File: src/hw/rtl/tbs_pkg.sv
// Shared widths, codes and structures of the token bucket packet shaper.
package tbs_pkg;

    localparam int ID_W    = 16;
    localparam int NEED_W  = 10;
    localparam int LEVEL_W = 10;
    localparam int CNT_W   = 16;
    localparam int EVT_W   = 3;

    // Item kinds on the request channel.
    localparam logic FUNC_ARRIVAL = 1'b0;
    localparam logic FUNC_TICK    = 1'b1;

    localparam logic [CNT_W-1:0]   CNT_MAX            = {CNT_W{1'b1}};
    localparam logic [LEVEL_W-1:0] BUCKET_DEPTH_RESET = LEVEL_W'(10);

    // Register map of the configuration port.
    localparam int              APB_AW           = 3;
    localparam logic [APB_AW-1:0] REG_BUCKET_DEPTH = APB_AW'(0);

    typedef enum logic [EVT_W-1:0] {
        EVT_QUEUED        = 3'd0,
        EVT_DROP_OVERSIZE = 3'd1,
        EVT_DROP_FULL     = 3'd2,
        EVT_RELEASED      = 3'd3,
        EVT_TOKEN_ADDED   = 3'd4,
        EVT_TOKEN_DROPPED = 3'd5
    } event_e;

    typedef struct packed {
        event_e             event_res;
        logic [ID_W-1:0]    event_packet;
        logic [LEVEL_W-1:0] bucket_level;
        logic [CNT_W-1:0]   packets_dropped;
        logic [CNT_W-1:0]   tokens_dropped;
        logic               last;
    } result_t;

    typedef struct packed {
        logic push;
        logic pop;
    } queue_ctl_t;

    typedef struct packed {
        logic empty;
        logic full;
    } queue_stat_t;

    typedef struct packed {
        logic push0;
        logic push1;
    } obuf_push_t;

    typedef struct packed {
        logic room2;
    } obuf_stat_t;

endpackage

File: src/hw/rtl/tbs_queue.sv
// Packet FIFO in a memory with a look-ahead read of the head entry.
module tbs_queue
    import tbs_pkg::*;
#(
    parameter int QUEUE_DEPTH = 64
) (
    input  logic              clk,
    input  logic              rst_n,
    input  queue_ctl_t        ctl,
    input  logic [ID_W-1:0]   push_id,
    input  logic [NEED_W-1:0] push_need,
    output queue_stat_t       stat,
    output logic [ID_W-1:0]   head_id,
    output logic [NEED_W-1:0] head_need
);

    localparam int AW      = $clog2(QUEUE_DEPTH);
    localparam int CW      = $clog2(QUEUE_DEPTH + 1);
    localparam int ENTRY_W = ID_W + NEED_W;
    localparam logic [AW-1:0] LAST_IDX = AW'(QUEUE_DEPTH - 1);
    localparam logic [CW-1:0] FULL_CNT = CW'(QUEUE_DEPTH);

    logic [ENTRY_W-1:0] mem [QUEUE_DEPTH];
    logic [AW-1:0]      head_reg, head_next;
    logic [AW-1:0]      tail_reg, tail_next;
    logic [CW-1:0]      count_reg, count_next;
    logic [ENTRY_W-1:0] rd_data_reg;
    logic [ENTRY_W-1:0] byp_data_reg;
    logic               byp_hit_reg;
    logic [ENTRY_W-1:0] wr_data;
    logic [ENTRY_W-1:0] head_entry;

    assign wr_data = {push_id, push_need};

    // Pointer and fill count updates; pointers wrap at the last entry.
    always_comb
    begin
        head_next  = head_reg;
        tail_next  = tail_reg;
        count_next = count_reg;
        if (ctl.pop)
        begin
            head_next = (head_reg == LAST_IDX) ? '0 : head_reg + AW'(1);
        end
        if (ctl.push)
        begin
            tail_next = (tail_reg == LAST_IDX) ? '0 : tail_reg + AW'(1);
        end
        if (ctl.push && !ctl.pop)
        begin
            count_next = count_reg + CW'(1);
        end
        else if (ctl.pop && !ctl.push)
        begin
            count_next = count_reg - CW'(1);
        end
    end

    always_ff @(posedge clk or negedge rst_n)
    begin
        if (!rst_n)
        begin
            head_reg    <= '0;
            tail_reg    <= '0;
            count_reg   <= '0;
            byp_hit_reg <= 1'b0;
        end
        else
        begin
            head_reg    <= head_next;
            tail_reg    <= tail_next;
            count_reg   <= count_next;
            byp_hit_reg <= ctl.push && (tail_reg == head_next);
        end
    end

    // Memory: write at the tail, read the entry that is head in the next cycle.
    always_ff @(posedge clk)
    begin
        if (ctl.push)
        begin
            mem[tail_reg] <= wr_data;
        end
        rd_data_reg  <= mem[head_next];
        byp_data_reg <= wr_data;
    end

    // A write to the address being read this cycle is forwarded.
    assign head_entry = byp_hit_reg ? byp_data_reg : rd_data_reg;
    assign head_id    = head_entry[ENTRY_W-1:NEED_W];
    assign head_need  = head_entry[NEED_W-1:0];
    assign stat.empty = (count_reg == '0);
    assign stat.full  = (count_reg == FULL_CNT);

endmodule

File: config.mk
export PLATFORM = sky130hd
export DESIGN_NAME = tbs_queue
export DESIGN_NICKNAME = d
export VERILOG_FILES = /design/src/hw/rtl/tbs_pkg.sv /design/src/hw/rtl/tbs_queue.sv
export SDC_FILE = /design/constraint.sdc
export NUM_CORES = 2
export LEC_CHECK = 0
export BUFFER_PORTS_ARGS = -buffer_cell sky130_fd_sc_hd__clkbuf_2
export CORE_ASPECT_RATIO = 0.5
export CORE_MARGIN = 8
export CORE_UTILIZATION = 50
export DETAILED_ROUTE_END_ITERATION = 7
export PLACE_DENSITY_LB_ADDON = 0.08
export SLEW_MARGIN = 20
export SYNTH_ARGS = -nofsm -noshare
export SYNTH_HDL_FRONTEND = slang
export SYNTH_SLANG_ARGS = --single-unit
File: constraint.sdc
create_clock -name clk -period 5 [get_ports clk]
set_input_delay 0.75 -clock clk [delete_from_list [all_inputs] [get_ports clk]]
set_output_delay 0.75 -clock clk [all_outputs]
set_load 0.01 [all_outputs]
==> qor.csv <==
metric;value;unit
run status;finished clean;
GRT Total Usage;24.80;%
skew final;0.03496;ns
vias in the first global route;39340;
critical path class;reg2reg;
max FFs per register;1664;
layout cells sized above 1;10.73;%
DIE AREA;149300;um^2
CTS max path bufs;4;
critical path arrival;4.49;ns
TritonRoute pass-1 iters;6;
post_cts resized;0;
setup ws final;1.224;ns
Max-cap violations;0;
GRT Residual Overflow;0;
Port Buffers;57;
Post-CTS Hold Fix Bufs;0;
Leakage;26.07;nW
routability cong.;0.8106;
Highest Clock Rate;0.2648;GHz
RSZ-0062 raised after global routing;false;
Die W;538.6;um
Final Cycle Share;75.52;%
Main synth FF type;edfxtp_1;
Setup crit start kind;flip-flop;
CTS Sinks;1736;
antenna violations before repair;3;
hpwl dp;109.8;mm
CTS buffer count;159;
wire per inst;27.41;um
Seq/Total Area, Yosys;75.45;%
placed cells;6674;
Final min period;3.776;ns
maximum fanout along the worst path;53;
Synth Instances;4989;
area grow syn2layout;12.03;%
HP Class;in2async;
final setup vio count;0;
Peak VDD IR;0.6039;mV
# DRC;0;
Starting Density;50.08;%
Internal Power;29.03;mW
syn_area_per_cell;13.68;um^2
FP Rows;96;
Async SR Flop Fraction;1.152;%
# Post-CTS Setup Buffers;0;
chip height;277.3;um
drt via density;6.031;
switching share of power;38.62;%
Worst Tran Pin Value;1.173;ns
CP cell instances;ha_1 > mux2i_4 > inv_8 > buf_4 > buf_4 > nand2_1 > and3_1 > a311oi_1 > a311oi_1 > nor3_1 > a211o_1;
ANT cells;0;
number of DRC markers in iteration 0;5432;
first-pass GRT wire length;279.5;mm
CTS tree;done;
Comb power frac;38.7;%
register bit total from synthesis;1736;
relative slew slack;21.62;%
post-synth cell types;43;
Final ANT Viol Nets;0;
EDFF count, synth;1664;
area of the multi-input gates;15850;um^2
CP endpoint kind;flip-flop;
pwr dens;618.4;nW/um^2
Fin Hold WS;0.04993;ns
Setup TNS Final;0;ns
drt total wl;190.5;mm
Skew-Pair Late Insertion Delay;0.78;ns
cell area after synthesis;68270;um^2
Max Slew Vio Count;0;
non-filler cells, final;6949;
core area;136300;um^2
net switching power;18.27;mW
Final nets;5065;
slowest stage cell, crit path;nor3_1;
syn_nets;5028;
clock network power share;25.4;%
number of I/O pins;58;
Register Area;51510;um^2
CTS root buf;clkbuf_16;
H-Tree Depth;4;
Place WS;0.8283;ns
largest net degree at the start of global routing;161;
Synth Warn #;0;
worst stage delay on the critical path;0.65;ns
number of fill cells;10960;
clk slew on worst S/H paths;0.07;ns
Worst EP required;5.71;ns
Reg power frac;35.9;%
via count;41910;
hold violation count in the final report;0;
==> cells by family after synthesis <==
group	synth area share (%)
fa+ha+maj	0.1759
compound gates	4.736
simple gates	14.53
xor+xnor	0.2419
flops	75.45
mux	2.767
buf+inv	2.106
==> placed cells by master, fill, tap and decap left out, types with 12 or more instances in the layout <==
cell type	synthesis	final
a211o_1	25	25
a311oi_1	229	229
a31oi_1	53	53
a32o_1	25	25
and3_1	129	128
buf_12	0	31
buf_4	6	124
bufinv_16	0	12
clkbuf_1	195	36
clkbuf_16	0	165
clkbuf_2	0	57
clkinv_1	0	28
clkinv_2	0	20
dfrtp_1	20	20
dfxtp_1	52	52
edfxtp_1	1664	1664
mux2_2	28	28
mux2i_1	101	100
mux4_2	25	25
nand2_1	1485	1485
nand3_1	603	603
nor2_4	0	59
nor3_1	30	26
o221ai_1	25	25
xnor2_1	14	14
==> metal layers <==
metal	share of wire (%)	up-vias	GRT usage, %
met5	0	-	0
met1	48	21110	41.23
li1	-	18620	-
met4	2.3	0	5.603
met2	41	1940	33.86
met3	8.5	239	3.816
==> area by class of cell <==
type                       count  share of cell area [%]
sequential                  1736                   67.34
multi-input combinational   2903                   20.72
clock buffer                 207                   5.683
tap                         1813                   2.966
timing repair buffer         212                   2.401
clock inverter                64                  0.7885
inverter                      14                 0.09978
==> worst max-delay path: cells and delay by family, from the launching register on <==
kind	cells	cell delay [ns]
AOI/OAI and AO/OA	3	0.53
adders and majority gates	1	0.33
buffers and inverters	3	1.27
DFF	1	0.42
muxes	1	0.14
and+or+nand+nor	3	0.95
==> Yosys cell counts (4+ instances only) <==
| cell | count | area [um^2] |
|---|---|---|
| edfxtp_1 | 1664 | 49970 |
| a21o_1 | 4 | 30.03 |
| and3_1 | 129 | 807.0 |
| a21oi_1 | 8 | 40.04 |
| clkbuf_1 | 195 | 732.0 |
| o221ai_1 | 25 | 219.0 |
| dfrtp_1 | 20 | 500.5 |
| nor2_1 | 68 | 255.2 |
| inv_1 | 9 | 33.78 |
| buf_2 | 81 | 405.4 |
| nand2b_1 | 4 | 25.02 |
| buf_4 | 6 | 45.04 |
| a211o_1 | 25 | 219.0 |
| dfxtp_1 | 52 | 1041 |
| a311oi_1 | 229 | 2006 |
| mux2_2 | 28 | 315.3 |
| a31oi_1 | 53 | 331.6 |
| a32o_1 | 25 | 250.2 |
| mux4_2 | 25 | 563.0 |
| ha_1 | 8 | 100.1 |
| nor2b_1 | 5 | 31.28 |
| xnor2_1 | 14 | 122.6 |
| mux2i_1 | 101 | 1011 |
| inv_2 | 5 | 18.77 |
| nand3_1 | 603 | 3018 |
| buf_1 | 54 | 202.7 |
| nor3_1 | 30 | 150.1 |
| o21ai_0 | 8 | 40.04 |
| nand2_1 | 1485 | 5574 |
==> power by group through the flow <==
stage               registers (mW)  clock network [mW]  logic, mW
CTS                           17.0                12.2       18.3
finish                        17.0                12.0       18.3
global route                  17.0                12.7       19.9
floorplan                     17.0                   0       12.0
global placement              17.3                   0       18.1
detailed placement            17.3                   0       18.2
==> through the flow <==
step	power [mW]	utilization [%]	area (um^2)
after floorplan	28.97	-	68270
after global placement	35.46	52.37	71400
after detailed placement	35.55	52.42	71460
after CTS	47.48	56.05	76410
after global routing	49.59	56.11	76490
final	47.30	56.11	76490
==> final timing paths <==
check                        startpoint             end  slack (ns)  cells past startpoint
min                               rst_n    count_reg[5]        0.05                      1
max                         head_reg[1]  rd_data_reg[3]        1.22                     11
min in group clk                 ctl[1]     tail_reg[0]        0.46                      2
max in group asynchronous         rst_n     head_reg[4]        4.42                      1
min reg2reg                count_reg[5]    count_reg[5]        0.53                      2
max reg2reg                 head_reg[1]  rd_data_reg[3]        1.22                     11
Power figures use the tool's default switching activity.
