$ cat src/hw/rtl/tbs_pkg.sv
// Shared widths, codes and structures of the token bucket packet shaper.
package tbs_pkg;

    localparam int ID_W    = 16;
    localparam int NEED_W  = 10;
    localparam int LEVEL_W = 10;
    localparam int CNT_W   = 16;
    localparam int EVT_W   = 3;

    // Item kinds on the request channel.
    localparam logic FUNC_ARRIVAL = 1'b0;
    localparam logic FUNC_TICK    = 1'b1;

    localparam logic [CNT_W-1:0]   CNT_MAX            = {CNT_W{1'b1}};
    localparam logic [LEVEL_W-1:0] BUCKET_DEPTH_RESET = LEVEL_W'(10);

    // Register map of the configuration port.
    localparam int              APB_AW           = 3;
    localparam logic [APB_AW-1:0] REG_BUCKET_DEPTH = APB_AW'(0);

    typedef enum logic [EVT_W-1:0] {
        EVT_QUEUED        = 3'd0,
        EVT_DROP_OVERSIZE = 3'd1,
        EVT_DROP_FULL     = 3'd2,
        EVT_RELEASED      = 3'd3,
        EVT_TOKEN_ADDED   = 3'd4,
        EVT_TOKEN_DROPPED = 3'd5
    } event_e;

    typedef struct packed {
        event_e             event_res;
        logic [ID_W-1:0]    event_packet;
        logic [LEVEL_W-1:0] bucket_level;
        logic [CNT_W-1:0]   packets_dropped;
        logic [CNT_W-1:0]   tokens_dropped;
        logic               last;
    } result_t;

    typedef struct packed {
        logic push;
        logic pop;
    } queue_ctl_t;

    typedef struct packed {
        logic empty;
        logic full;
    } queue_stat_t;

    typedef struct packed {
        logic push0;
        logic push1;
    } obuf_push_t;

    typedef struct packed {
        logic room2;
    } obuf_stat_t;

endpackage

$ cat src/hw/rtl/tbs_out_buf.sv
// Four-entry result buffer that takes up to two results per cycle.
module tbs_out_buf
    import tbs_pkg::*;
(
    input  logic       clk,
    input  logic       rst_n,
    input  obuf_push_t push,
    input  result_t    data0,
    input  result_t    data1,
    output obuf_stat_t stat,
    output logic       out_valid,
    input  logic       out_ready,
    output result_t    out_data
);

    localparam int DEPTH = 4;
    localparam int PW    = $clog2(DEPTH);
    localparam int CW    = $clog2(DEPTH + 1);
    localparam logic [CW-1:0] ROOM2_MAX = CW'(DEPTH - 2);

    result_t       buf_reg [DEPTH];
    logic [PW-1:0] rd_ptr_reg, rd_ptr_next;
    logic [PW-1:0] wr_ptr_reg, wr_ptr_next;
    logic [CW-1:0] count_reg, count_next;
    logic          pop;
    logic [CW-1:0] n_push;

    assign pop    = out_valid && out_ready;
    assign n_push = CW'(push.push0) + CW'(push.push1);

    always_comb
    begin
        rd_ptr_next = pop ? rd_ptr_reg + PW'(1) : rd_ptr_reg;
        wr_ptr_next = wr_ptr_reg + PW'(n_push);
        count_next  = count_reg + n_push - CW'(pop);
    end

    always_ff @(posedge clk or negedge rst_n)
    begin
        if (!rst_n)
        begin
            rd_ptr_reg <= '0;
            wr_ptr_reg <= '0;
            count_reg  <= '0;
        end
        else
        begin
            rd_ptr_reg <= rd_ptr_next;
            wr_ptr_reg <= wr_ptr_next;
            count_reg  <= count_next;
        end
    end

    // Result storage; the second result goes in the slot after the first.
    always_ff @(posedge clk)
    begin
        if (push.push0)
        begin
            buf_reg[wr_ptr_reg] <= data0;
        end
        if (push.push1)
        begin
            buf_reg[wr_ptr_reg + PW'(1)] <= data1;
        end
    end

    assign out_valid  = (count_reg != '0);
    assign out_data   = buf_reg[rd_ptr_reg];
    assign stat.room2 = (count_reg <= ROOM2_MAX);

endmodule

$ cat config.mk
export PLATFORM = sky130hd
export DESIGN_NAME = tbs_out_buf
export DESIGN_NICKNAME = d
export VERILOG_FILES = /design/src/hw/rtl/tbs_pkg.sv /design/src/hw/rtl/tbs_out_buf.sv
export SDC_FILE = /design/constraint.sdc
export NUM_CORES = 1
export LEC_CHECK = 0
export ABC_CLOCK_PERIOD_IN_PS = 11100
export BUFFER_PORTS_ARGS = -buffer_cell sky130_fd_sc_hd__buf_2
export CAP_MARGIN = 25
export CORE_UTILIZATION = 23
export CTS_BUF_LIST = sky130_fd_sc_hd__clkbuf_8
export CTS_CLUSTER_SIZE = 24
export DETAILED_ROUTE_END_ITERATION = 7
export SLEW_MARGIN = 20
export SYNTH_ARGS = -nofsm -noshare
export SYNTH_HDL_FRONTEND = slang
export SYNTH_SLANG_ARGS = --single-unit
export TNS_END_PERCENT = 1
$ cat constraint.sdc
create_clock -name clk -period 11.1 [get_ports clk]
set_clock_uncertainty 0.2 [all_clocks]
set_input_delay 2.22 -clock clk [delete_from_list [all_inputs] [get_ports clk]]
set_output_delay 2.22 -clock clk [all_outputs]
set_load 0.03 [all_outputs]
==> results.json, run 1 <==
{
  "yosysUniqueCellTypes": 26,
  "grt_use_met3_pct": 4.576,
  "gr-usage-met1_pct": 13.69,
  "worstHoldEndpoint": "count_reg[2]$_DFF_PN0_",
  "post-route-period-util_pct": 49.43,
  "grt_antenna_before_repair": 12,
  "r2r-start": "wr_ptr_reg[1]$_DFF_PN0_",
  "peakVddDrop_mv": 0.1365,
  "postLayoutCellArea_um2": 15240,
  "numCtsBuffers": 48,
  "wl_per_cell_um": 20.46,
  "insertion_delay_ps": 600,
  "setup_violations": 0,
  "synth_top_area_share_pct": 58.98,
  "drive_gt1_share_pct": 65.40,
  "core-area_um2": 54030,
  "port_buffers": 192,
  "pwr-share-clk_pct": 21.2,
  "critPathArrivalTime_ps": 3070,
  "grt_pass1_wl_um": 48430,
  "yosysWarnings": 0,
  "synth_ff_type": "edfxtp_1",
  "nets": 991,
  "grt_pass1_vias": 7624,
  "r2r_slack_ps": 8030,
  "power_density_nw_per_um2": 277.9,
  "syn_area_um2": 12630,
  "cp.required_ps": 8680,
  "share_comb_of_total_power_pct": 40.7,
  "internal-power_mw": 2.634,
  "hp-start": "count_reg[2]$_DFF_PN0_",
  "clk_pin_slew_worst_paths_ps": 60,
  "synth_cells": 640,
  "die-area_um2": 55840,
  "grt_max_degree": 49,
  "switching_share_pct": 37.82,
  "reg2reg_to": "buf_reg[2][0]$_DFFE_PP_",
  "grt_overflow_total": 0,
  "start_util_pct": 23.37,
  "cts.htree.levels": 2,
  "clockBufferDepth": 3,
  "fmax_ghz": 0.1823,
  "dr.first_iter.drc_count": 281,
  "worst_slack_ps": 5613,
  "placed_cells": 1502,
  "cap_violations": 0,
  "worstRegToRegCells": 4,
  "cp-start-kind": "flop",
  "min_delay_path_depth": 1,
  "postCtsSetupRepairBufs": 0,
  "crit_path_end_kind": "output pin",
  "rows": 85,
  "ys_top_cells_by_area": "edfxtp_1 59%, mux2_2 16%, mux4_2 11%, mux2_4 7.0%, buf_6 1.6%",
  "path_class": "reg2out",
  "final-max-slew-violation-count": 0,
  "via_count": 6878,
  "vias_per_cell": 4.320,
  "busiest_layer": "met2",
  "p_switching_mw": 1.602,
  "synth-seq-cells": 255,
  "hold_viol_final": 0,
  "drcViolationCount": 0,
  "die_h_um": 236.3,
  "critPathMaxFanout": 38,
  "gp_congestion": 0.6955,
  "rsz0062_at_grt": "no",
  "yosysMostFrequentCell": "edfxtp_1",
  "drtPass1Iterations": 4,
  "final_util_pct": 28.22,
  "syn_area_per_cell_um2": 19.73,
  "cts.sinks": 255,
  "syn-num-nets": 775,
  "dp_slack_ps": 6089,
  "tns_ps": 0,
  "syn_to_final_growth_pct": 20.74,
  "use_met2_pct": 19.68,
  "leakagePower_nw": 5.588,
  "synth_common_cells": "248 x edfxtp_1, 179 x mux2_2, 62 x mux4_2",
  "synth-edff-count": 248,
  "tightest_slew_ps": 910.2,
  "hold_buffers": 0,
  "postRouteAntennaNets": 0,
  "synthArstFlopShare_pct": 2.745,
  "chipWidth_um": 236.3,
  "routed_wl_um": 32570,
  "grtUsageTotal_pct": 11.70,
  "hold_class": "reg2reg",
  "p_seq_share_pct": 38.1,
  "ctsResizeCount": 0,
  "num-fill-cells": 5474,
  "yosys.area.top_type": "edfxtp_1",
  "root_buffer": "clkbuf_8",
  "dp_hpwl_um": 19690,
  "fin_cells": 1592,
  "largest_reg_flops": 248,
  "holdWs_ps": 333.0,
  "post_dp_cell_area_um2": 14320,
  "post-route-min-period_ps": 5487,
  "outcome": "complete, no violations",
  "cts_tree": "built",
  "slew_headroom_pct": 39.32,
  "synth_seq_area_share_pct": 60.37,
  "p_total_mw": 4.236,
  "io_pins": 193
}
==> critical path, cell delays in order, from the launching register on <==
cell	delay, ps
dfrtp_4	810
buf_4	740
mux4_2	610
buf_2	190
==> final cells by class <==
type	instances	area [um^2]	area share, %
diodes	3	7.507	0.04924
clock buffers	48	660.6	4.334
clock inverters	39	257.7	1.691
inverters	7	26.28	0.1724
multi-input cells	336	4691	30.77
flip-flops and latches	255	7630	50.05
well taps	696	870.8	5.712
repair buffers	208	1101	7.223
==> power by group through the flow <==
| stage | sequential (mW) | clock [mW] | combinational [mW] |
|---|---|---|---|
| global placement | 1.64 | 0 | 1.74 |
| floorplan | 1.57 | 0 | 1.33 |
| CTS | 1.62 | 0.938 | 1.77 |
| detailed placement | 1.64 | 0 | 1.77 |
| global route | 1.65 | 0.973 | 1.84 |
| finish | 1.61 | 0.899 | 1.72 |
==> worst max-delay path by stage <==
stage | slack [ps] | endpoint | from
after CTS | 5390 | out_data[17] | rd_ptr_reg[0]$_DFFE_PN0P_
after global placement | 6140 | out_data[34] | rd_ptr_reg[0]$_DFFE_PN0P_
after detailed placement | 6090 | out_data[28] | rd_ptr_reg[0]$_DFFE_PN0P_
after global routing | 5320 | out_data[34] | rd_ptr_reg[0]$_DFFE_PN0P_
after floorplan | 3690 | buf_reg[2][0]$_DFFE_PP_ | push[1]
final | 5610 | out_data[46] | rd_ptr_reg[0]$_DFFE_PN0P_
==> kinds of logic (layout without fill, tap and decap cells) <==
kind of cell	after synthesis	after routing	share of synthesized area (%)
other	0	3	0
DFF	255	255	60.37
and+or+nand+nor	8	8	0.4163
xor gates and xnor gates	6	6	0.4162
buffers and inverters	49	302	2.874
AOI/OAI and AO/OA	5	5	0.2576
adders and majority gates	6	6	0.6541
muxes	311	311	35.01
==> cell usage in the layout, fill, tap and decap left out <==
cell          n
mux2_2      179
nand2b_1      1
xnor2_1       4
fa_1          1
xor2_1        2
dfrtp_1       5
clkinv_1      9
mux2i_1       1
clkinvlp_4    3
o31a_1        1
clkinv_2     13
o311ai_0      1
nand3_4       1
nor2_4        2
bufinv_16     3
buf_2       192
edfxtp_1    248
ha_1          5
diode_2       3
mux2_1       10
mux4_2       62
inv_6         1
buf_16        1
buf_4        15
nand3b_1      2
clkbuf_8     48
mux2_4       59
dfrtp_4       2
inv_1        17
o21ai_4       2
a21oi_1       1
or3_1         1
nor3b_2       1
==> layer usage <==
metal | vias up | share of wire (%)
met5 | - | 0.29
met4 | 16 | 2.3
met3 | 73 | 7.8
met2 | 187 | 48
met1 | 3526 | 42
li1 | 3076 | -
Note: power is estimated with default switching activity, not from simulation.
==> run 2, diff against run 1 <==
- ABC_CLOCK_PERIOD_IN_PS: 11100 -> 5000
- clock period: 11.1 -> 5 ns (I/O delays scaled with it)
==> run 2 against run 1 <==
  * Worst hold slack barely moved
  * Utilization barely moved
  * Via count barely moved
  * Combinational power rose by 130%
==> results.json, run 2 (same netlist as run 1, synthesis figures left out) <==
{
  "grtUsageTotal_pct": 11.82,
  "numCtsBuffers": 49,
  "critPathMaxFanout": 32,
  "setup_violations": 0,
  "fin_cells": 1583,
  "worstRegToRegCells": 3,
  "port_buffers": 192,
  "insertion_delay_ps": 580,
  "antenna_cells": 0,
  "final_util_pct": 28.20,
  "post-route-period-util_pct": 77.77,
  "grt_antenna_before_repair": 6,
  "crit_path_end_kind": "output pin",
  "path_class": "reg2out",
  "wl_per_cell_um": 20.85,
  "drive_gt1_share_pct": 64.15,
  "final-max-slew-violation-count": 0,
  "core-area_um2": 54030,
  "leakagePower_nw": 5.594,
  "tightest_slew_ps": 877.3,
  "largest_reg_flops": 248,
  "dr.first_iter.drc_count": 257,
  "reg2reg_to": "buf_reg[0][41]$_DFFE_PP_",
  "critPathArrivalTime_ps": 2690,
  "p_total_mw": 9.356,
  "clockBufferDepth": 3,
  "hold_viol_final": 0,
  "grt_pass1_wl_um": 48530,
  "clk_pin_slew_worst_paths_ps": 50,
  "fmax_ghz": 0.2572,
  "rsz0062_at_grt": "no",
  "power_density_nw_per_um2": 614.1,
  "placed_cells": 1499,
  "worst_slack_ps": 1112,
  "slew_headroom_pct": 41.29,
  "worstHoldEndpoint": "count_reg[2]$_DFF_PN0_",
  "drcViolationCount": 0,
  "vias_per_cell": 4.346,
  "cp.required_ps": 3800,
  "drtPass1Iterations": 6,
  "routed_wl_um": 33000,
  "layout_common_cells": "248 x edfxtp_1, 192 x buf_2, 179 x mux2_2",
  "chipWidth_um": 236.3,
  "io_pins": 193,
  "min_delay_path_depth": 1,
  "dp_hpwl_um": 19250,
  "rows": 85,
  "die-area_um2": 55840,
  "postRouteAntennaNets": 0,
  "hp-start": "count_reg[2]$_DFF_PN0_",
  "grt_max_degree": 63,
  "syn_to_final_growth_pct": 20.66,
  "cp-start-kind": "flop",
  "outcome": "complete, no violations",
  "hold_class": "reg2reg",
  "postCtsSetupRepairBufs": 0,
  "nets": 990,
  "cap_violations": 0,
  "cts.htree.levels": 2,
  "r2r-start": "wr_ptr_reg[1]$_DFF_PN0_",
  "grt_pass1_vias": 7543,
  "via_count": 6880,
  "cts.sinks": 255,
  "gp_congestion": 0.6934,
  "cts_tree": "built",
  "final_common_cell": "edfxtp_1",
  "post-route-min-period_ps": 3888,
  "die_h_um": 236.3,
  "root_buffer": "clkbuf_8",
  "grt_overflow_total": 0,
  "peakVddDrop_mv": 0.2818,
  "start_util_pct": 23.37,
  "dp_slack_ps": 1597,
  "r2r_slack_ps": 2440
}
==> run 2: cell types whose count changed in the layout (fill, tap and decap cells not counted), sizes merged <==
cell / previous run / this run
buf: 208 / 205
bufinv: 3 / 1
clkbuf: 48 / 50
clkinv: 22 / 14
clkinvlp: 3 / 0
diode: 3 / 0
dlygate4sd3: 0 / 1
inv: 18 / 25
==> run 2: worst max-delay path by stage <==
stage                         startpoint                 endpoint  slack [ps]  cells past startpoint
2_1_floorplan                    push[1]  buf_reg[2][0]$_DFFE_PP_       -1190                      2
3_3_place_gp   rd_ptr_reg[0]$_DFFE_PN0P_             out_data[43]        1650                      3
3_5_place_dp   rd_ptr_reg[0]$_DFFE_PN0P_             out_data[44]        1600                      3
4_1_cts        rd_ptr_reg[0]$_DFFE_PN0P_             out_data[44]         930                      3
5_1_grt        rd_ptr_reg[0]$_DFFE_PN0P_             out_data[44]         880                      3
6_report       rd_ptr_reg[0]$_DFFE_PN0P_             out_data[44]        1110                      3
==> run 2: worst max-delay path: stages, from the launching register on <==
cell,delay [ps]
dfrtp_4,910
buf_4,410
mux4_2,560
buf_2,200
==> run 2: where the power goes <==
part | internal [mW] | switching (mW)
sequential | 3.25 | 0.324
clock | 0.969 | 0.904
combinational | 1.58 | 2.33
total | 5.80 | 3.56
==> run 2: timing repair <==
item | in CTS | in global routing
gates resized for setup | 0 | 0
endpoints found under the hold margin | 7 | 0
hold buffers | 1 | 0
==> run 2: cell type report <==
type,instances,area (um^2)
Inverter,7,26.28
Multi-Input combinational cell,336,4691
Tap cell,696,870.8
Clock buffer,50,688.2
Clock inverter,33,160.2
Timing Repair Buffer,206,1169
Sequential cell,255,7630
Fill cell,5448,38790
==> run 2: stage by stage <==
| step | area, um^2 | hold slack (ps) | setup TNS [ps] |
|---|---|---|---|
| 2_1_floorplan | 12630 | 297.3 | -147970 |
| 3_3_place_gp | 14380 | 314.5 | 0 |
| 3_5_place_dp | 14380 | 328.2 | 0 |
| 4_1_cts | 15230 | 335.5 | 0 |
| 5_1_grt | 15230 | 369.0 | 0 |
| 6_report | 15230 | 332.6 | 0 |
==> run 2: metal layers <==
metal,GRT usage (%),vias up,part of all wire (%)
met5,0,-,0.22
met4,3.266,12,2.1
met3,4.037,58,7.0
met2,20.13,189,49
met1,14.09,3556,41
li1,-,3065,-
