==> src/hw/rtl/tbs_pkg.sv <==
// Shared widths, codes and structures of the token bucket packet shaper.
package tbs_pkg;

    localparam int ID_W    = 16;
    localparam int NEED_W  = 10;
    localparam int LEVEL_W = 10;
    localparam int CNT_W   = 16;
    localparam int EVT_W   = 3;

    // Item kinds on the request channel.
    localparam logic FUNC_ARRIVAL = 1'b0;
    localparam logic FUNC_TICK    = 1'b1;

    localparam logic [CNT_W-1:0]   CNT_MAX            = {CNT_W{1'b1}};
    localparam logic [LEVEL_W-1:0] BUCKET_DEPTH_RESET = LEVEL_W'(10);

    // Register map of the configuration port.
    localparam int              APB_AW           = 3;
    localparam logic [APB_AW-1:0] REG_BUCKET_DEPTH = APB_AW'(0);

    typedef enum logic [EVT_W-1:0] {
        EVT_QUEUED        = 3'd0,
        EVT_DROP_OVERSIZE = 3'd1,
        EVT_DROP_FULL     = 3'd2,
        EVT_RELEASED      = 3'd3,
        EVT_TOKEN_ADDED   = 3'd4,
        EVT_TOKEN_DROPPED = 3'd5
    } event_e;

    typedef struct packed {
        event_e             event_res;
        logic [ID_W-1:0]    event_packet;
        logic [LEVEL_W-1:0] bucket_level;
        logic [CNT_W-1:0]   packets_dropped;
        logic [CNT_W-1:0]   tokens_dropped;
        logic               last;
    } result_t;

    typedef struct packed {
        logic push;
        logic pop;
    } queue_ctl_t;

    typedef struct packed {
        logic empty;
        logic full;
    } queue_stat_t;

    typedef struct packed {
        logic push0;
        logic push1;
    } obuf_push_t;

    typedef struct packed {
        logic room2;
    } obuf_stat_t;

endpackage

==> src/hw/rtl/tbs_core.sv <==
// Request register, bucket state and the decision logic for one request.
module tbs_core
    import tbs_pkg::*;
(
    input  logic               clk,
    input  logic               rst_n,
    input  logic [LEVEL_W-1:0] bucket_depth,
    input  logic               in_valid,
    output logic               in_ready,
    input  logic               in_func,
    input  logic [ID_W-1:0]    in_packet_id,
    input  logic [NEED_W-1:0]  in_tokens_needed,
    output queue_ctl_t         q_ctl,
    output logic [ID_W-1:0]    q_push_id,
    output logic [NEED_W-1:0]  q_push_need,
    input  queue_stat_t        q_stat,
    input  logic [ID_W-1:0]    q_head_id,
    input  logic [NEED_W-1:0]  q_head_need,
    output obuf_push_t         ob_push,
    output result_t            ob_data0,
    output result_t            ob_data1,
    input  obuf_stat_t         ob_stat
);

    logic               item_valid_reg;
    logic               item_func_reg;
    logic [ID_W-1:0]    item_id_reg;
    logic [NEED_W-1:0]  item_need_reg;
    logic [LEVEL_W-1:0] level_reg, level_next;
    logic [CNT_W-1:0]   pkt_drop_reg, pkt_drop_next;
    logic [CNT_W-1:0]   tok_drop_reg, tok_drop_next;
    logic               advance;
    logic               oversize;
    logic               release_head;
    logic [LEVEL_W-1:0] level_after_rel;
    logic               token_full;
    event_e             arrival_evt;

    // The held request is processed once the result buffer has room for two.
    assign advance  = item_valid_reg && ob_stat.room2;
    assign in_ready = !item_valid_reg || advance;

    always_ff @(posedge clk or negedge rst_n)
    begin
        if (!rst_n)
        begin
            item_valid_reg <= 1'b0;
        end
        else if (in_ready)
        begin
            item_valid_reg <= in_valid;
        end
    end

    always_ff @(posedge clk)
    begin
        if (in_ready && in_valid)
        begin
            item_func_reg <= in_func;
            item_id_reg   <= in_packet_id;
            item_need_reg <= in_tokens_needed;
        end
    end

    // Arrival: oversize check against the depth, then the queue space check.
    assign oversize = (item_need_reg > bucket_depth);

    always_comb
    begin
        if (oversize)
        begin
            arrival_evt = EVT_DROP_OVERSIZE;
        end
        else if (q_stat.full)
        begin
            arrival_evt = EVT_DROP_FULL;
        end
        else
        begin
            arrival_evt = EVT_QUEUED;
        end
    end

    // Tick: release the head when it fits, then add or drop one token.
    assign release_head    = !q_stat.empty && (q_head_need <= level_reg);
    assign level_after_rel = release_head ? level_reg - q_head_need : level_reg;
    assign token_full      = (level_after_rel >= bucket_depth);

    always_comb
    begin
        level_next    = level_reg;
        pkt_drop_next = pkt_drop_reg;
        tok_drop_next = tok_drop_reg;
        q_ctl         = '0;
        ob_push       = '0;
        ob_data0      = '0;
        ob_data1      = '0;
        q_push_id     = item_id_reg;
        q_push_need   = item_need_reg;

        if (advance && item_func_reg == FUNC_ARRIVAL)
        begin
            if (arrival_evt != EVT_QUEUED)
            begin
                pkt_drop_next = (pkt_drop_reg == CNT_MAX) ? pkt_drop_reg
                                                          : pkt_drop_reg + CNT_W'(1);
            end
            q_ctl.push                = (arrival_evt == EVT_QUEUED);
            ob_push.push0             = 1'b1;
            ob_data0.event_res        = arrival_evt;
            ob_data0.event_packet     = item_id_reg;
            ob_data0.bucket_level     = level_reg;
            ob_data0.packets_dropped  = pkt_drop_next;
            ob_data0.tokens_dropped   = tok_drop_reg;
            ob_data0.last             = 1'b1;
        end
        else if (advance)
        begin
            if (token_full)
            begin
                level_next    = level_after_rel;
                tok_drop_next = (tok_drop_reg == CNT_MAX) ? tok_drop_reg
                                                          : tok_drop_reg + CNT_W'(1);
            end
            else
            begin
                level_next = level_after_rel + LEVEL_W'(1);
            end
            q_ctl.pop = release_head;

            // Token result, first slot when nothing is released.
            ob_data1.event_res       = token_full ? EVT_TOKEN_DROPPED : EVT_TOKEN_ADDED;
            ob_data1.event_packet    = '0;
            ob_data1.bucket_level    = level_next;
            ob_data1.packets_dropped = pkt_drop_reg;
            ob_data1.tokens_dropped  = tok_drop_next;
            ob_data1.last            = 1'b1;

            if (release_head)
            begin
                ob_push.push0            = 1'b1;
                ob_push.push1            = 1'b1;
                ob_data0.event_res       = EVT_RELEASED;
                ob_data0.event_packet    = q_head_id;
                ob_data0.bucket_level    = level_after_rel;
                ob_data0.packets_dropped = pkt_drop_reg;
                ob_data0.tokens_dropped  = tok_drop_reg;
                ob_data0.last            = 1'b0;
            end
            else
            begin
                ob_push.push0 = 1'b1;
                ob_data0      = ob_data1;
            end
        end
    end

    always_ff @(posedge clk or negedge rst_n)
    begin
        if (!rst_n)
        begin
            level_reg    <= '0;
            pkt_drop_reg <= '0;
            tok_drop_reg <= '0;
        end
        else
        begin
            level_reg    <= level_next;
            pkt_drop_reg <= pkt_drop_next;
            tok_drop_reg <= tok_drop_next;
        end
    end

endmodule

==> config.mk <==
export PLATFORM = sky130hd
export DESIGN_NAME = tbs_core
export DESIGN_NICKNAME = d
export VERILOG_FILES = /design/src/hw/rtl/tbs_pkg.sv /design/src/hw/rtl/tbs_core.sv
export SDC_FILE = /design/constraint.sdc
export NUM_CORES = 1
export LEC_CHECK = 0
export ABC_AREA = 1
export BUFFER_PORTS_ARGS = -buffer_cell sky130_fd_sc_hd__buf_2
export CORE_MARGIN = 2
export CORE_UTILIZATION = 50
export DETAILED_ROUTE_END_ITERATION = 16
export HOLD_SLACK_MARGIN = 0.12
export PLACE_DENSITY = 0.87
export SLEW_MARGIN = 20
export SYNTH_ARGS = -nofsm -noshare
export SYNTH_HDL_FRONTEND = slang
export SYNTH_SLANG_ARGS = --single-unit
==> constraint.sdc <==
create_clock -name clk -period 5.6 [get_ports clk]
set_input_delay 0.56 -clock clk [delete_from_list [all_inputs] [get_ports clk]]
set_output_delay 0.56 -clock clk [all_outputs]
set_load 0.02 [all_outputs]
==> summary.txt, run 1 <==
Row Count = 38
Top cell type's share of synthesized area = 0.189
Total wire length = 16.7 mm
Post-synthesis sequential area ratio = 0.332
PortBufs = 206
CTS Buf Count = 9
CP Launch Type = register
Synth top area cells = dfrtp_1 (19%), edfxtp_1 (14%), nand2_1 (11%), inv_1 (8.8%), ha_1 (7.3%)
Minimum clock period = 5.10 ns
RSZ-0062 raised after global routing = false
WP buf/inv = 7
Antenna diode count = 0
Initial core utilization = 0.518
Clk Latency, worst-skew pair = 0.33 ns
Boundary pin count = 224
CTS tree = done
Max_cap viols = 0
CP endpoint kind = output pin
Largest net degree at the start of global routing = 57
Wirelength per Cell = 14.5 µm
Crit-path max FO = 13
Final Cycle Share = 0.911
Routed vias = 6,102
GRT Total Usage = 0.269
Worst Path Arrival = 4.54 ns
Netlist cell types = 44
Worst-margin pin slew = 0.791 ns
Fillers = 988
Largest area contributor in the netlist = dfrtp_1
Die Footprint = 12,300 µm²
Primary FF master, synth = dfrtp_1
Area after DPL = 6770 µm²
Vias per cell = 5.29
Synthesized area per cell = 7.01 µm²
Number of flops mapped to enable cells by yosys = 27
FF+latch count, synth = 70
Pleak = 0.00404 µW
Path category of the worst min-delay check = in -> async
Final Hold Viols = 0
CP Class = reg -> out
Clock sink count = 70
Worst path top cell family by delay = simple AND/OR/NAND/NOR gates
Fmax = 0.196 GHz
PnR Total Power = 2650 µW
YS warnings = 0
Worst vdd ir = 0.000188 V
Detailed placer's ending HPWL = 13.0 mm
First-pass GRT wire length = 27.2 mm
Mapped Cells = 812
Setup TNS = 0 ns
Top-count cell post-synth = nand2_1
Synthesized area = 5690 µm²
Clock Tree Buf Depth = 2
TritonRoute pass-1 iters = 5
Max stage delay on crit path = 0.42 ns
WP data required = 5.04 ns
Register area = 1890 µm²
Min setup slack post-route = 0.496 ns
Initial antenna violation count = 0
Core area = 11,000 µm²
Design Area, Final = 7070 µm²
Worst slew margin = 0.472
Gr ovfl total = 0
PD cells = 375 nW/µm²
Post-route ant nets = 0
R2R cell count = 27
Final net count = 1,111
Vert. Die Dim = 111 µm
Die Width = 111 µm
Root buffer cell = clkbuf_16
Final setup fails = 0
Final Max Slew Viols = 0
H-tree depth = 3
Clock Skew = 0.00490 ns
Clock transition at the registers of the reported paths = 0.06 ns
Final RePlAce weighted congestion = 0.932
Post-synth ARST share = 0.614
Drt initial violations = 395
Share of layout cells above drive strength 1 = 0.259
CP Depth = 28
Most instantiated cells after synthesis = nand2_1 (168), inv_1 (134), o21ai_0 (77)
Number of global-route vias before repair = 5,801
CP max-delay cell = fa_1
Area growth from synthesis to layout = 24.2%
CP most frequent cell = nand2_1
Status = completed
Multi-input logic area = 3100 µm²
DRC = 0
Pre-CTS setup slack = 0.461 ns
[cell families after synthesis]
group           share of synthesized area
flops                               0.332
xor+xnor                           0.0231
fa+ha+maj                          0.0761
buf+inv                             0.138
simple gates                        0.267
compound gates                      0.164
other cells                      0.000659
[metrics by stage]
stage | util | cells | hold WS (ns)
finish | 0.644 | 1153 | 0.228
global route | 0.644 | 1153 | 0.279
CTS | 0.642 | 1152 | 0.395
detailed placement | 0.616 | 1136 | 0.538
global placement | 0.616 | 1136 | 0.531
floorplan | - | 828 | 0.264
[timing repair]
item | 4_1_cts | 5_1_grt
setup buffers | 0 | 1
setup endpoints to repair | 0 | 11
hold buffers | 0 | 0
resized for setup | 0 | 2
[cells in the final DEF (no fill, tap or decap), drive strengths merged, types with 2 or more instances in the layout]
cell type  instances
nor3              13
clkbuf            11
conb              17
buf              214
a21oi             22
o211ai             5
a31oi              8
ha                33
o21ai             86
o21a               2
xnor2              4
clkinv             3
o22ai              5
dfrtp             43
nand2            180
nand4             12
inv              141
nor2              83
edfxtp            27
a22oi              2
o21bai             8
xor2              11
a21o               2
a22o              16
nand3             55
[path summary, 6_finish.rpt]
path,from,end,slack (ns)
hold reg to reg,pkt_drop_reg[13],pkt_drop_reg[13],0.55
min in group clk,in_packet_id[15],q_push_id[15],0.40
setup reg to reg,level_reg[0],tok_drop_reg[11],1.52
hold / removal,rst_n,pkt_drop_reg[7],0.23
max in group asynchronous,rst_n,tok_drop_reg[14],4.94
setup / recovery,level_reg[0],ob_data0[12],0.50
[final cells by class]
| class | count | share of cell area |
|---|---|---|
| inverter | 141 | 0.0749 |
| sequential | 70 | 0.267 |
| multi-input combinational | 572 | 0.438 |
| timing repair buffer | 214 | 0.155 |
| clock buffer | 11 | 0.0329 |
| tap | 140 | 0.0248 |
| clock inverter | 5 | 0.00708 |
[routing by layer]
metal	share of wire	GRT usage	wire, µm	up-vias
met4	0.040	0.134	676	0
met5	0	0	0	-
met1	0.41	0.324	6900	2765
met2	0.48	0.463	8040	280
li1	-	-	-	3006
met3	0.066	0.0476	1110	51
[power breakdown]
| group | total (µW) | switching, µW | internal (µW) |
|---|---|---|---|
| registers | 736 | 96.2 | 640 |
| logic | 1350 | 904 | 448 |
| clock network | 560 | 218 | 342 |
| total | 2650 | 1220 | 1430 |
Power figures use the tool's default switching activity.
==> inputs of run 2 (changes only) <==
clock period = 5.28 ns   (was 5.6 ns; I/O delays follow)
==> summary.txt, run 2 (same netlist as run 1, synthesis figures left out) <==
Row Count = 38
H-tree depth = 3
Final net count = 1,112
Final setup fails = 0
RSZ-0062 raised after global routing = false
Clock sink count = 70
Die Width = 111 µm
Total wire length = 17.2 mm
Detailed placer's ending HPWL = 13.0 mm
Worst-margin pin slew = 0.770 ns
Clock transition at the registers of the reported paths = 0.06 ns
Number of global-route vias before repair = 5,749
Final Max Slew Viols = 0
R2R cell count = 25
Initial core utilization = 0.518
Pleak = 0.00407 µW
Final cell count without fillers = 1,154
Vert. Die Dim = 111 µm
Fmax = 0.202 GHz
Share of layout cells above drive strength 1 = 0.267
Root buffer cell = clkbuf_16
Most common cell after layout, fill and taps aside = buf_2
Path category of the worst min-delay check = in -> async
First-pass GRT wire length = 27.8 mm
CP Class = reg -> out
PD cells = 407 nW/µm²
Vias per cell = 5.30
Post-route ant nets = 0
Antenna diode count = 0
Placed Cells = 1,136
Routed vias = 6,111
DRC = 0
R2R Setup Slk = 1.34 ns
CTS Buf Count = 9
Commonest cells after routing, fill and taps aside = buf_2 (202), nand2_1 (168), inv_1 (133)
PortBufs = 206
TritonRoute pass-1 iters = 7
Initial antenna violation count = 0
CP endpoint kind = output pin
Max_cap viols = 0
Die Footprint = 12,300 µm²
Minimum clock period = 4.95 ns
Clock Tree Buf Depth = 2
Wirelength per Cell = 14.9 µm
Setup TNS = 0 ns
Worst vdd ir = 0.000251 V
Worst slew margin = 0.486
Final RePlAce weighted congestion = 0.929
Clock Skew = 0.00603 ns
Fillers = 983
Final Cycle Share = 0.938
Cts hold-fix bufs = 0
Status = completed
CP max-delay cell = dfrtp_1
R2r startpoint = level_reg[0]
Largest net degree at the start of global routing = 57
CP Launch Type = register
WP data required = 4.75 ns
Core area = 11,000 µm²
Final Hold Viols = 0
Boundary pin count = 224
Drt initial violations = 554
Gr ovfl total = 0
GRT Total Usage = 0.278
CTS tree = done
Clk Latency, worst-skew pair = 0.34 ns
Worst Path Arrival = 4.42 ns
Area growth from synthesis to layout = 25.9%
Crit-path max FO = 13
Worst R2R End = tok_drop_reg[8]
Max stage delay on crit path = 0.38 ns
-- run 2: critical path, delay by kind of cell (launching register included) --
family          cells  cell delay, ns
buf+inv             7            0.78
simple gates       12            1.53
flops               1            0.38
compound gates      3            0.37
fa+ha+maj           3            0.84
xor+xnor            1            0.16
-- run 2: how the worst max path moves through the flow --
| stage | startpoint | to | slack (ns) |
|---|---|---|---|
| after floorplan | q_head_need[0] | ob_data0[34] | 0.60 |
| after global placement | q_head_need[0] | ob_data0[12] | 0.39 |
| after detailed placement | q_head_need[0] | ob_data0[12] | 0.23 |
| after CTS | level_reg[0] | ob_data0[40] | 0.15 |
| after global routing | level_reg[0] | ob_data0[40] | 0.009 |
| final | level_reg[0] | ob_data0[9] | 0.33 |
-- run 2: metal layers --
metal	GRT usage	part of all wire
met1	0.346	0.41
met4	0.102	0.029
met2	0.475	0.49
met3	0.0607	0.069
met5	0	0
-- run 2: area by class of cell --
class,instances,area [µm²],share of cell area
clock buffers,11,243,0.0339
clock inverters,5,82.6,0.0115
inverters,141,532,0.0742
multi-input cells,572,3120,0.436
flip-flops and latches,70,1890,0.263
well taps,140,175,0.0245
repair buffers,215,1120,0.156
-- run 2: report_power, final --
group	total (µW)	internal, µW	switching (µW)
clock network	673	428	245
registers	785	679	106
logic	1460	489	967
total	2910	1600	1320
-- run 2: stage by stage --
| stage | power [µW] | hold WS, ns | utilization | worst slack (ns) | instance area (µm²) |
|---|---|---|---|---|---|
| after floorplan | 1820 | 0.232 | - | 0.600 | 5750 |
| after global placement | 2150 | 0.524 | 0.616 | 0.392 | 6770 |
| after detailed placement | 2180 | 0.547 | 0.616 | 0.232 | 6770 |
| after CTS | 2870 | 0.348 | 0.647 | 0.148 | 7100 |
| after global routing | 3130 | 0.229 | 0.652 | 0.00874 | 7160 |
| final | 2910 | 0.183 | 0.652 | 0.330 | 7160 |
-- run 2: timing repair --
item | in CTS | in global routing
buffers inserted | 1 | 1
pin swaps | 1 | 3
endpoints found under the setup margin | 2 | 35
resized for setup | 0 | 17
gates cloned | 0 | 0
